--- src/rtl/perlin_noise_3d_top_defines.svh ---
// Assertion macros used by the file that checks the noise pipeline.
`ifndef PERLIN_NOISE_3D_TOP_DEFINES_SVH
`define PERLIN_NOISE_3D_TOP_DEFINES_SVH

// Checks that the consequent holds in the same cycle as the antecedent.
`define PN3_ASSERT_IMP(label, clk, rst_n, ante, cons) \
  label: assert property (@(posedge clk) disable iff (!rst_n) (ante) |-> (cons)) \
    else $error("noise pipeline check failed");

// Checks a property given whole, with its own implication and delays.
`define PN3_ASSERT_SEQ(label, clk, rst_n, prop) \
  label: assert property (@(posedge clk) disable iff (!rst_n) prop) \
    else $error("noise pipeline timing check failed");

`endif

--- src/rtl/pn3_pkg.sv ---
package pn3_pkg;

  localparam int unsigned FRAC_BITS_DEF = 16;
  localparam int unsigned TABLE_SIZE    = 256;
  localparam int unsigned IDX_W         = 8;
  localparam int unsigned COORD_W       = 24;
  localparam int unsigned OUT_W         = 18;
  localparam int unsigned LAT           = 13;

  localparam logic OP_EVAL = 1'b0;
  localparam logic OP_LOAD = 1'b1;

  localparam logic signed [63:0] OUT_MAX = 64'sd131071;
  localparam logic signed [63:0] OUT_MIN = -64'sd131072;

  // Shifts right by s with rounding to nearest, ties away from zero.
  function automatic logic signed [63:0] rnd_shift(logic signed [63:0] v, int unsigned s);
    logic [63:0] m;
    logic [63:0] r;
    if (s == 0) begin
      return v;
    end
    m = v[63] ? 64'(-v) : 64'(v);
    r = (m + (64'd1 << (s - 1))) >> s;
    return v[63] ? -$signed(r) : $signed(r);
  endfunction

  // Gradient dot product selected by the low four hash bits.
  function automatic logic signed [31:0] grad(logic [3:0] h, logic signed [31:0] x,
                                              logic signed [31:0] y, logic signed [31:0] z);
    logic signed [31:0] u;
    logic signed [31:0] v;
    u = (h < 4'd8) ? x : y;
    v = (h < 4'd4) ? y : (((h == 4'd12) || (h == 4'd14)) ? x : z);
    return (h[0] ? -u : u) + (h[1] ? -v : v);
  endfunction

endpackage

--- src/rtl/pn3_ram.sv ---
module pn3_ram (
  input  logic                       clk_i,
  input  logic                       we_i,
  input  logic [pn3_pkg::IDX_W-1:0]  waddr_i,
  input  logic [pn3_pkg::IDX_W-1:0]  wdata_i,
  input  logic [pn3_pkg::IDX_W-1:0]  raddr0_i,
  input  logic [pn3_pkg::IDX_W-1:0]  raddr1_i,
  output logic [pn3_pkg::IDX_W-1:0]  rdata0_o,
  output logic [pn3_pkg::IDX_W-1:0]  rdata1_o
);

  logic [pn3_pkg::IDX_W-1:0] mem_q [pn3_pkg::TABLE_SIZE];
  logic [pn3_pkg::IDX_W-1:0] rd0_q;
  logic [pn3_pkg::IDX_W-1:0] rd1_q;

  always_ff @(posedge clk_i) begin
    if (we_i) begin
      mem_q[waddr_i] <= wdata_i;
    end
    rd0_q <= mem_q[raddr0_i];
    rd1_q <= mem_q[raddr1_i];
  end

  assign rdata0_o = rd0_q;
  assign rdata1_o = rd1_q;

endmodule

--- config.mk ---
export PLATFORM = sky130hd
export DESIGN_NAME = pn3_ram
export DESIGN_NICKNAME = d
export VERILOG_FILES = /design/src/rtl/perlin_noise_3d_top_defines.svh /design/src/rtl/pn3_pkg.sv /design/src/rtl/pn3_ram.sv
export SDC_FILE = /design/constraint.sdc
export NUM_CORES = 2
export LEC_CHECK = 0
export ABC_AREA = 1
export BUFFER_PORTS_ARGS = -buffer_cell sky130_fd_sc_hd__buf_2
export CAP_MARGIN = 5
export CELL_PAD_IN_SITES_DETAIL_PLACEMENT = 1
export CELL_PAD_IN_SITES_GLOBAL_PLACEMENT = 2
export CORE_MARGIN = 5
export CORE_UTILIZATION = 41
export CTS_BUF_LIST = sky130_fd_sc_hd__clkbuf_16
export DETAILED_ROUTE_END_ITERATION = 8
export PLACE_DENSITY_LB_ADDON = 0.1
export RECOVER_POWER = 25
export SKIP_LAST_GASP = 1
export SYNTH_ARGS = -nofsm -noshare
export SYNTH_HDL_FRONTEND = slang
export SYNTH_SLANG_ARGS = --single-unit
--- constraint.sdc ---
create_clock -name clk_i -period 2.3 [get_ports clk_i]
set_input_delay 0.23 -clock clk_i [delete_from_list [all_inputs] [get_ports clk_i]]
set_output_delay 0.23 -clock clk_i [all_outputs]
set_load 0.01 [all_outputs]
==> results.py <==
metrics = {
    "setup_path": {
        "path_class": "in -> reg",
        "ff2ff_setup_slack_ns": 0.01,
        "worst-path-buf-inv": 3,
        "cp_slowest_cell": "buf_2",
        "crit_required_ns": 3.00,
        "crit_path_cell_trace": "dlygate4sd3_1 -> buf_2 -> buf_12",
        "startpoint_type": "primary input",
        "rr_worst_depth": 10,
        "cpLargestDelayFamily": "buffers and inverters",
        "crit_path_end_kind": "register",
        "reg2reg_from": "mem_q[119][5]",
        "r2r-end": "rdata1_o[5]",
        "cp.depth": 3,
        "cpPeakStageDelay_ns": 1.70,
        "crit_fanout": 65,
        "cp.arrival_ns": 3.03,
    },
    "timing": {
        "setup_ws_ns": -0.0344,
        "skew_ns": 0.0357,
        "slew_viol_final": 196,
        "period_share": 1.01,
        "period_needed_ns": 2.33,
        "setup_violations": 43,
        "relSlewSlack": -0.675,
        "rsz0062_at_grt": "false",
        "max_freq_mhz": 428,
        "tightest_slew_ns": 2.51,
        "hold_viol_final": 0,
        "whs_ns": 0.156,
    },
    "yosys": {
        "synth_top_area_frac": 0.592,
        "synthXorXnorAreaFrac": 0,
        "synth_area_leaders": "edfxtp_1 59%, nand3_1 19%, nand2_1 15%",
        "ys_ff_latch": 2064,
        "synth.distinct_cells": 13,
        "syn-num-nets": 11600,
        "ys_seq_area_frac": 0.595,
        "synth_compound_area_frac": 0,
        "synth_cells": 11600,
        "synth_top_area_cell": "edfxtp_1",
        "synthSimpleGateAreaFrac": 0.357,
        "synth_fa_ha_area_frac": 0,
        "synth_top_family_by_area": "simple AND/OR/NAND/NOR gates",
        "synthesis.area_mm2": 0.104,
        "avgSynthCellArea_um2": 8.97,
        "synth.area.mux_share": 0,
        "yosys_warnings": 0,
    },
    "final_layout": {
        "drive_gt1_frac": 0.141,
        "multi_input_area_mm2": 0.0371,
        "area_delta_synth_final_pct": 20.5,
        "nets": 12300,
        "n_fill_cell": 28600,
        "ff_latch_area_mm2": 0.0618,
        "fin_area_mm2": 0.125,
    },
    "drt": {
        "drt_iter0_markers": 10600,
        "drt_pass1_iterations": 7,
        "wl_per_cell_um": 30.1,
        "via_per_inst": 6.06,
        "detail-route-antenna-nets": 0,
        "wl_mm": 477,
        "drc": 0,
        "vias": 96100,
    },
    "global_routing": {
        "grtUsageTotal": 0.352,
        "grt_pass1_vias": 98000,
        "globalRoute.totalOverflow": 0,
        "grt_pass1_wl_mm": 686,
        "grt_max_degree": 97,
        "antenna_found_initial": 21,
    },
    "placed_design": {
        "placed_area_mm2": 0.118,
        "gp_congestion": 0.938,
        "dp_hpwl_mm": 322,
        "numPortBuffers": 49,
    },
    "flow_run": {
        "drv_cap": 8,
    },
    "die": {
        "die_y_um": 513,
        "io_pins": 50,
        "die_area_mm2": 0.263,
        "die_w_um": 513,
        "num_rows": 184,
        "coreArea_mm2": 0.252,
        "initial_core_util": 0.412,
    },
    "clocking": {
        "cts_tree": "built",
        "cts_sinks": 2064,
        "cts_max_level": 4,
        "clock-root-buffer": "clkbuf_16",
        "clock_path_buffers": 3,
        "clk_pin_slew_ns": 0.06,
        "cts_setup_buffers": 0,
        "cts_buffers": 237,
        "clk_latency_ns": 0.91,
    },
    "pwr": {
        "internal_power_mw": 67.5,
        "leakagePower_nw": 48.6,
        "powerDensity_mw_per_mm2": 735,
        "clkPwrFrac": 0.424,
        "p_comb_frac": 0.124,
        "switching_share": 0.266,
        "ir_drop_mv": 0.753,
        "seq_power_share": 0.452,
        "p_switching_mw": 24.5,
    },
    "hold_path": {
        "holdPathStages": 6,
        "holdCritPathClass": "in -> reg",
        "hp-start": "raddr1_i[6]",
        "holdPathEnd": "rdata1_o[7]",
    },
    "outcome": {
        "status": "finished with violations",
        "violations": "max-capacitance violations, max-slew violations, negative setup slack",
    },
}
-- what timing repair did --
action | 4_1_cts | 5_1_grt
hold endpoints to repair | 1054 | 0
endpoints found under the setup margin | 0 | 2
resized for setup | 0 | 2
hold buffers | 10 | 0
-- registers in the layout, indices dropped and copies added, names as in the netlist --
register,count
mem_q,2048
rdata0_o,8
rdata1_o,8
-- synth_stat cells, drive strengths merged --
library cell	n
nor2	283
inv	47
nand2	4211
dfxtp	16
clkbuf	194
edfxtp	2048
nand3	4035
buf	738
-- layout by cell type (no fill, tap or decap), drive strengths merged --
| cell type | Yosys | final |
|---|---|---|
| buf | 738 | 1365 |
| bufinv | 0 | 33 |
| clkbuf | 194 | 276 |
| clkinv | 0 | 120 |
| clkinvlp | 0 | 9 |
| dfxtp | 16 | 16 |
| diode | 0 | 10 |
| dlygate4sd3 | 0 | 10 |
| edfxtp | 2048 | 2048 |
| inv | 47 | 92 |
| nand2 | 4211 | 4211 |
| nand3 | 4035 | 4035 |
| nor2 | 283 | 283 |
-- power by group through the flow --
stage                     registers (mW)  logic (mW)  clock network [mW]
after global placement              42.4        11.0                   0
after detailed placement            42.4        11.2                   0
final                               41.6        11.4                39.0
after floorplan                     42.3        5.02                   0
after CTS                           41.6        11.3                39.3
after global routing                41.6        11.9                40.9
-- cell families after synthesis --
family / count (synthesis)
DFF: 2064
buffers and inverters: 979
and+or+nand+nor: 8529
-- cell type report --
class                           instances  share of cell area
Tap cell                             3348              0.0335
Sequential cell                      2064               0.494
Antenna cell                           10            0.000200
Clock inverter                        207              0.0152
Clock buffer                          239              0.0478
Timing Repair Buffer                 1412               0.111
Multi-Input combinational cell       8529               0.297
Inverter                               47             0.00201
-- routing by layer --
| layer | track usage | vias up | wire, um |
|---|---|---|---|
| met4 | 0.158 | 10 | 24300 |
| met5 | 0 | - | 63 |
| met3 | 0.0518 | 990 | 38000 |
| met1 | 0.473 | 48800 | 195000 |
| li1 | - | 41700 | - |
| met2 | 0.568 | 4611 | 220000 |
-- tightest hold or removal path, cell delays in order --
cell,delay [ns]
buf_2,0.26
nand3_1,0.16
buf_4,0.15
nand2_1,0.08
nand2_1,0.06
nand2_1,0.04
-- worst max-delay path by stage --
stage,startpoint,end,slack (ns)
finish,wdata_i[1],mem_q[238][1],-0.03
global placement,raddr1_i[0],rdata1_o[5],-0.70
global route,mem_q[37][3],rdata1_o[3],0.008
CTS,mem_q[119][5],rdata1_o[5],0.002
detailed placement,raddr1_i[0],rdata1_o[5],-0.70
floorplan,we_i,mem_q[162][0],0.58
-- through the flow --
step	std cells	util	setup TNS [ns]	total power, mW	setup WS (ns)
floorplan	11600	-	0	47.3	0.579
global placement	15400	0.467	-7.56	53.4	-0.698
detailed placement	15400	0.467	-7.75	53.6	-0.702
CTS	15800	0.498	0	92.1	0.00207
global route	15800	0.497	0	94.4	0.00801
finish	15900	0.497	-0.726	92.0	-0.0344
Power figures use the tool's default switching activity.
