<file path="config.mk">
export PLATFORM = sky130hd
export DESIGN_NAME = pn3_fade
export DESIGN_NICKNAME = d
export VERILOG_FILES = /design/src/rtl/perlin_noise_3d_top_defines.svh /design/src/rtl/pn3_pkg.sv /design/src/rtl/pn3_fade.sv
export SDC_FILE = /design/constraint.sdc
export NUM_CORES = 2
export LEC_CHECK = 0
export ABC_AREA = 1
export BUFFER_PORTS_ARGS = -buffer_cell sky130_fd_sc_hd__buf_2
export CAP_MARGIN = 40
export CORE_MARGIN = 1
export CORE_UTILIZATION = 40
export CTS_CLUSTER_DIAMETER = 200
export CTS_CLUSTER_SIZE = 10
export DETAILED_ROUTE_END_ITERATION = 7
export PLACE_DENSITY = 0.54
export SYNTH_ARGS = -nofsm -noshare
export SYNTH_HDL_FRONTEND = slang
export SYNTH_SLANG_ARGS = --single-unit
</file>
<file path="constraint.sdc">
create_clock -name clk_i -period 10.4 [get_ports clk_i]
set_input_delay 0.52 -clock clk_i [delete_from_list [all_inputs] [get_ports clk_i]]
set_output_delay 0.52 -clock clk_i [all_outputs]
set_load 0.005 [all_outputs]
</file>
<file path="src/rtl/perlin_noise_3d_top_defines.svh">
// Assertion macros used by the file that checks the noise pipeline.
`ifndef PERLIN_NOISE_3D_TOP_DEFINES_SVH
`define PERLIN_NOISE_3D_TOP_DEFINES_SVH

// Checks that the consequent holds in the same cycle as the antecedent.
`define PN3_ASSERT_IMP(label, clk, rst_n, ante, cons) \
  label: assert property (@(posedge clk) disable iff (!rst_n) (ante) |-> (cons)) \
    else $error("noise pipeline check failed");

// Checks a property given whole, with its own implication and delays.
`define PN3_ASSERT_SEQ(label, clk, rst_n, prop) \
  label: assert property (@(posedge clk) disable iff (!rst_n) prop) \
    else $error("noise pipeline timing check failed");

`endif

</file>
<file path="src/rtl/pn3_pkg.sv">
package pn3_pkg;

  localparam int unsigned FRAC_BITS_DEF = 16;
  localparam int unsigned TABLE_SIZE    = 256;
  localparam int unsigned IDX_W         = 8;
  localparam int unsigned COORD_W       = 24;
  localparam int unsigned OUT_W         = 18;
  localparam int unsigned LAT           = 13;

  localparam logic OP_EVAL = 1'b0;
  localparam logic OP_LOAD = 1'b1;

  localparam logic signed [63:0] OUT_MAX = 64'sd131071;
  localparam logic signed [63:0] OUT_MIN = -64'sd131072;

  // Shifts right by s with rounding to nearest, ties away from zero.
  function automatic logic signed [63:0] rnd_shift(logic signed [63:0] v, int unsigned s);
    logic [63:0] m;
    logic [63:0] r;
    if (s == 0) begin
      return v;
    end
    m = v[63] ? 64'(-v) : 64'(v);
    r = (m + (64'd1 << (s - 1))) >> s;
    return v[63] ? -$signed(r) : $signed(r);
  endfunction

  // Gradient dot product selected by the low four hash bits.
  function automatic logic signed [31:0] grad(logic [3:0] h, logic signed [31:0] x,
                                              logic signed [31:0] y, logic signed [31:0] z);
    logic signed [31:0] u;
    logic signed [31:0] v;
    u = (h < 4'd8) ? x : y;
    v = (h < 4'd4) ? y : (((h == 4'd12) || (h == 4'd14)) ? x : z);
    return (h[0] ? -u : u) + (h[1] ? -v : v);
  endfunction

endpackage

</file>
<file path="src/rtl/pn3_fade.sv">
module pn3_fade #(
  parameter int unsigned FRAC_BITS = pn3_pkg::FRAC_BITS_DEF
) (
  input  logic                 clk_i,
  input  logic [FRAC_BITS-1:0] t_i,
  output logic [FRAC_BITS:0]   f_o
);

  localparam int unsigned F  = FRAC_BITS;
  localparam int unsigned KW = F + 6;
  localparam int unsigned BW = F + 4;
  localparam int unsigned TW = F + 1;
  localparam logic [TW-1:0] ONE = TW'(1) << F;

  logic signed [KW-1:0]   ts;
  logic signed [KW-1:0]   k;
  logic signed [2*KW-1:0] m1_d, m1_q;
  logic [2*F-1:0]         m2_d, m2_q;
  logic [F-1:0]           t1_q, t2_q;
  logic [BW-1:0]          b2_d, b2_q, b3_q, b4_q;
  logic [TW-1:0]          sq2_d, sq2_q;
  logic [TW+F-1:0]        m3_d, m3_q;
  logic [TW-1:0]          t3_d, t3_q;
  logic [TW+BW-1:0]       m5_d, m5_q;
  logic signed [63:0]     f6;
  logic [TW-1:0]          f_d, f_q;

  assign ts   = signed'(KW'(t_i));
  assign k    = (ts <<< 2) + (ts <<< 1) - signed'(KW'(15) << F);
  assign m1_d = ts * k;
  assign m2_d = t_i * t_i;

  assign b2_d  = BW'(pn3_pkg::rnd_shift(64'(m1_q), F) + (64'sd10 <<< F));
  assign sq2_d = TW'(pn3_pkg::rnd_shift(64'(m2_q), F));

  assign m3_d = sq2_q * t2_q;
  assign t3_d = TW'(pn3_pkg::rnd_shift(64'(m3_q), F));
  assign m5_d = t3_q * b4_q;

  assign f6  = pn3_pkg::rnd_shift(64'(m5_q), F);
  assign f_d = (f6 > 64'(ONE)) ? ONE : TW'(f6);

  always_ff @(posedge clk_i) begin
    m1_q  <= m1_d;
    m2_q  <= m2_d;
    t1_q  <= t_i;
    b2_q  <= b2_d;
    sq2_q <= sq2_d;
    t2_q  <= t1_q;
    m3_q  <= m3_d;
    b3_q  <= b2_q;
    t3_q  <= t3_d;
    b4_q  <= b3_q;
    m5_q  <= m5_d;
    f_q   <= f_d;
  end

  assign f_o = f_q;

endmodule

</file>
==> results.py <==
metrics = {
    "logic_synthesis": {
        "synth_edf_count": 0,
        "syn_area_mm2": 0.0473,
        "ys.flop_type": "dfxtp_1",
        "synth-adder-area-share": 0.518,
        "ys_seq_elements": 235,
        "yosys_warnings": 0,
        "synth_xor_area_frac": 0.0340,
        "async_reset_ff_frac": 0,
        "synth_compound_area_frac": 0.0378,
        "synth.distinct_cells": 60,
        "seq_area_frac_synth": 0.0994,
        "netlist_instances": 5834,
        "synth_mux_area_frac": 0,
        "syn_avg_cell_area_um2": 8.11,
        "synth_top_family_by_area": "adder cells",
        "synth_nets": 7246,
        "yosys.area_share.simple": 0.163,
    },
    "layout": {
        "syn_to_final_growth_pct": 5.08,
        "layout-drive-gt1-share": 0.0364,
        "final_common_cell": "inv_1",
        "nFillCells": 12000,
        "multiInputGateArea_mm2": 0.0356,
        "fin_nets": 7148,
        "mostFrequentLayoutCells": "inv_1 (1646), nand2_1 (1274), fa_1 (941)",
        "seq_area_mm2": 0.00471,
    },
    "floorplan": {
        "ios": 34,
        "core-area_mm2": 0.117,
        "die-area_mm2": 0.120,
        "die_x_um": 346,
        "rows": 125,
        "die_y_um": 346,
        "start_util": 0.406,
    },
    "worst_hold_path": {
        "hold_class": "in -> reg",
    },
    "drt": {
        "drt_iter0_drc": 1876,
        "via_per_inst": 4.80,
        "wl_per_cell_um": 16.2,
        "vias": 34800,
        "drc": 0,
        "routed_wl_um": 118000,
        "drtPass1Iterations": 5,
        "ant_nets": 0,
    },
    "grt": {
        "grt_start_max_net_pins": 56,
        "antenna_found_initial": 7,
        "grt-ovfl-total": 0,
        "grt_pass1_wl_um": 199000,
        "grt_pass1_vias": 38200,
        "grtUsageTotal": 0.207,
    },
    "timing": {
        "worst_pin_slew_ns": 0.950,
        "fmax_ghz": 0.120,
        "rsz0062_at_grt": "false",
        "fin_crit_sh": 0.799,
        "skew_ns": 0.0284,
        "slew_headroom": 0.366,
        "min_period_ns": 8.31,
        "timing_hold_violations_final": 0,
        "finalSetupViolations": 0,
        "timing.hold.ws_ns": 0.316,
        "tns_ns": 0,
        "finalMaxSlewViolations": 0,
    },
    "job": {
        "drv_cap": 0,
    },
    "outcome": {
        "outcome": "completed",
    },
    "clocking": {
        "htreeDepth": 1,
        "clk_latency_ns": 0.57,
        "clock_sinks": 235,
        "cts_root_buf": "clkbuf_16",
        "clockBufferDepth": 3,
        "cts_tree": "yes",
        "cts_hold_buf": 0,
        "post_cts_buffers": 0,
        "clkTransAtPathRegs_ns": 0.07,
        "cts_resized": 0,
        "cts_made_buffers": 27,
    },
    "setup_path": {
        "critical_path_class": "in -> reg",
        "cp-end-kind": "register",
        "cpMaxStageDelayCell": "fa_1",
        "critPathRequiredTime_ns": 10.85,
        "crit_arrival_ns": 8.76,
        "reg2reg_slack_ns": 3.78,
        "path_common_cell": "nand2_1",
        "cp_max_fo": 16,
        "crit_path_start_kind": "primary input",
        "max_stage_delay_ns": 0.52,
    },
    "placed_design": {
        "numPortBuffers": 33,
        "post-dp-hpwl_um": 98700,
        "gp_congestion": 0.902,
    },
}
## cell families (layout without fill, tap and decap cells)
group | Yosys count | count (layout)
and+or+nand+nor | 1858 | 1858
AOI/OAI and AO/OA | 308 | 308
xor gates and xnor gates | 180 | 180
adders and majority gates | 1395 | 1395
other | 0 | 5
DFF | 235 | 235
buffers and inverters | 1858 | 1760
## layer usage
layer  vias to the layer above  wire length [um]  global-route usage
li1                      16600                 -                   -
met1                     17400             51400               0.267
met2                       697             58000               0.366
met3                       160              4900              0.0197
met4                         2              3570              0.0596
met5                         -                17                   0
## path summary, 6_finish.rpt
kind                    start               end  cells after the start
max                    t_i[2]  m1_q[33]$_DFF_P_                     40
min                    t_i[4]   t1_q[4]$_DFF_P_                      1
max reg2reg   t3_q[4]$_DFF_P_  m5_q[32]$_DFF_P_                     21
min reg2reg  b3_q[10]$_DFF_P_  b4_q[10]$_DFF_P_                      0
## registers in the layout, summed over array words and instances, names as in the netlist
register	flops
m1_q	36
b3_q	20
f_o	17
t3_q	17
m5_q	22
t1_q	15
m3_q	18
t2_q	16
m2_q	17
b2_q	20
b4_q	20
sq2_q	17
## stage by stage
step	utilization	worst slack (ns)	instances	cell area [um^2]
floorplan	-	2.64	5834	47300
global placement	0.418	1.59	7217	48800
detailed placement	0.420	1.47	7231	49000
CTS	0.426	2.10	7260	49700
global route	0.426	1.34	7262	49700
finish	0.426	2.09	7265	49700
## synth_stat cells, types with 3 or more instances
master,number,area [um^2]
a21o_1,13,97.6
o21ai_1,7,35.0
clkbuf_1,182,683
inv_1,1646,6180
nand3_1,117,586
o21ai_0,64,320
a31oi_1,13,81.3
buf_2,5,25.0
o31ai_1,3,22.5
o21ai_2,3,26.3
a21boi_0,7,52.6
nor4_1,9,56.3
a221oi_1,3,26.3
nand2_1,1274,4780
nor3_1,25,125
a21oi_1,149,746
xor2_1,109,955
fa_1,941,18800
dfxtp_1,235,4700
nor2_2,15,93.8
o211ai_1,8,60.1
nand3_2,9,90.1
and3_1,4,25.0
nor2_1,279,1050
nand2_2,31,194
nor2_4,13,146
nand2_4,4,45.0
xnor2_1,68,596
or2_2,14,87.6
nand4_1,46,288
and2_1,3,18.8
o21a_1,10,75.1
nand3b_1,7,52.6
nor3b_1,3,22.5
o2111ai_1,4,35.0
o21bai_1,6,45.0
ha_1,454,5680
o221ai_1,4,35.0
inv_2,7,26.3
clkinv_1,7,26.3
buf_1,9,33.8
## critical path: cells and delay by family
kind | cells | cell delay (ns)
xor+xnor | 2 | 0.46
simple gates | 12 | 1.24
fa+ha+maj | 9 | 3.91
buf+inv | 8 | 1.07
compound gates | 9 | 1.53
## area by class of cell
class                           count  share of cell area
Multi-Input combinational cell   3741               0.716
Inverter                         1660               0.125
Sequential cell                   235              0.0946
Tap cell                         1524              0.0384
Clock buffer                       27              0.0136
Timing Repair Buffer               71              0.0112
Clock inverter                      2            0.000327
Antenna cell                        5            0.000252
Power is left out: the tool's default activity adds up to more than one toggle a clock period on the data nets, which glitch-free logic cannot reach.
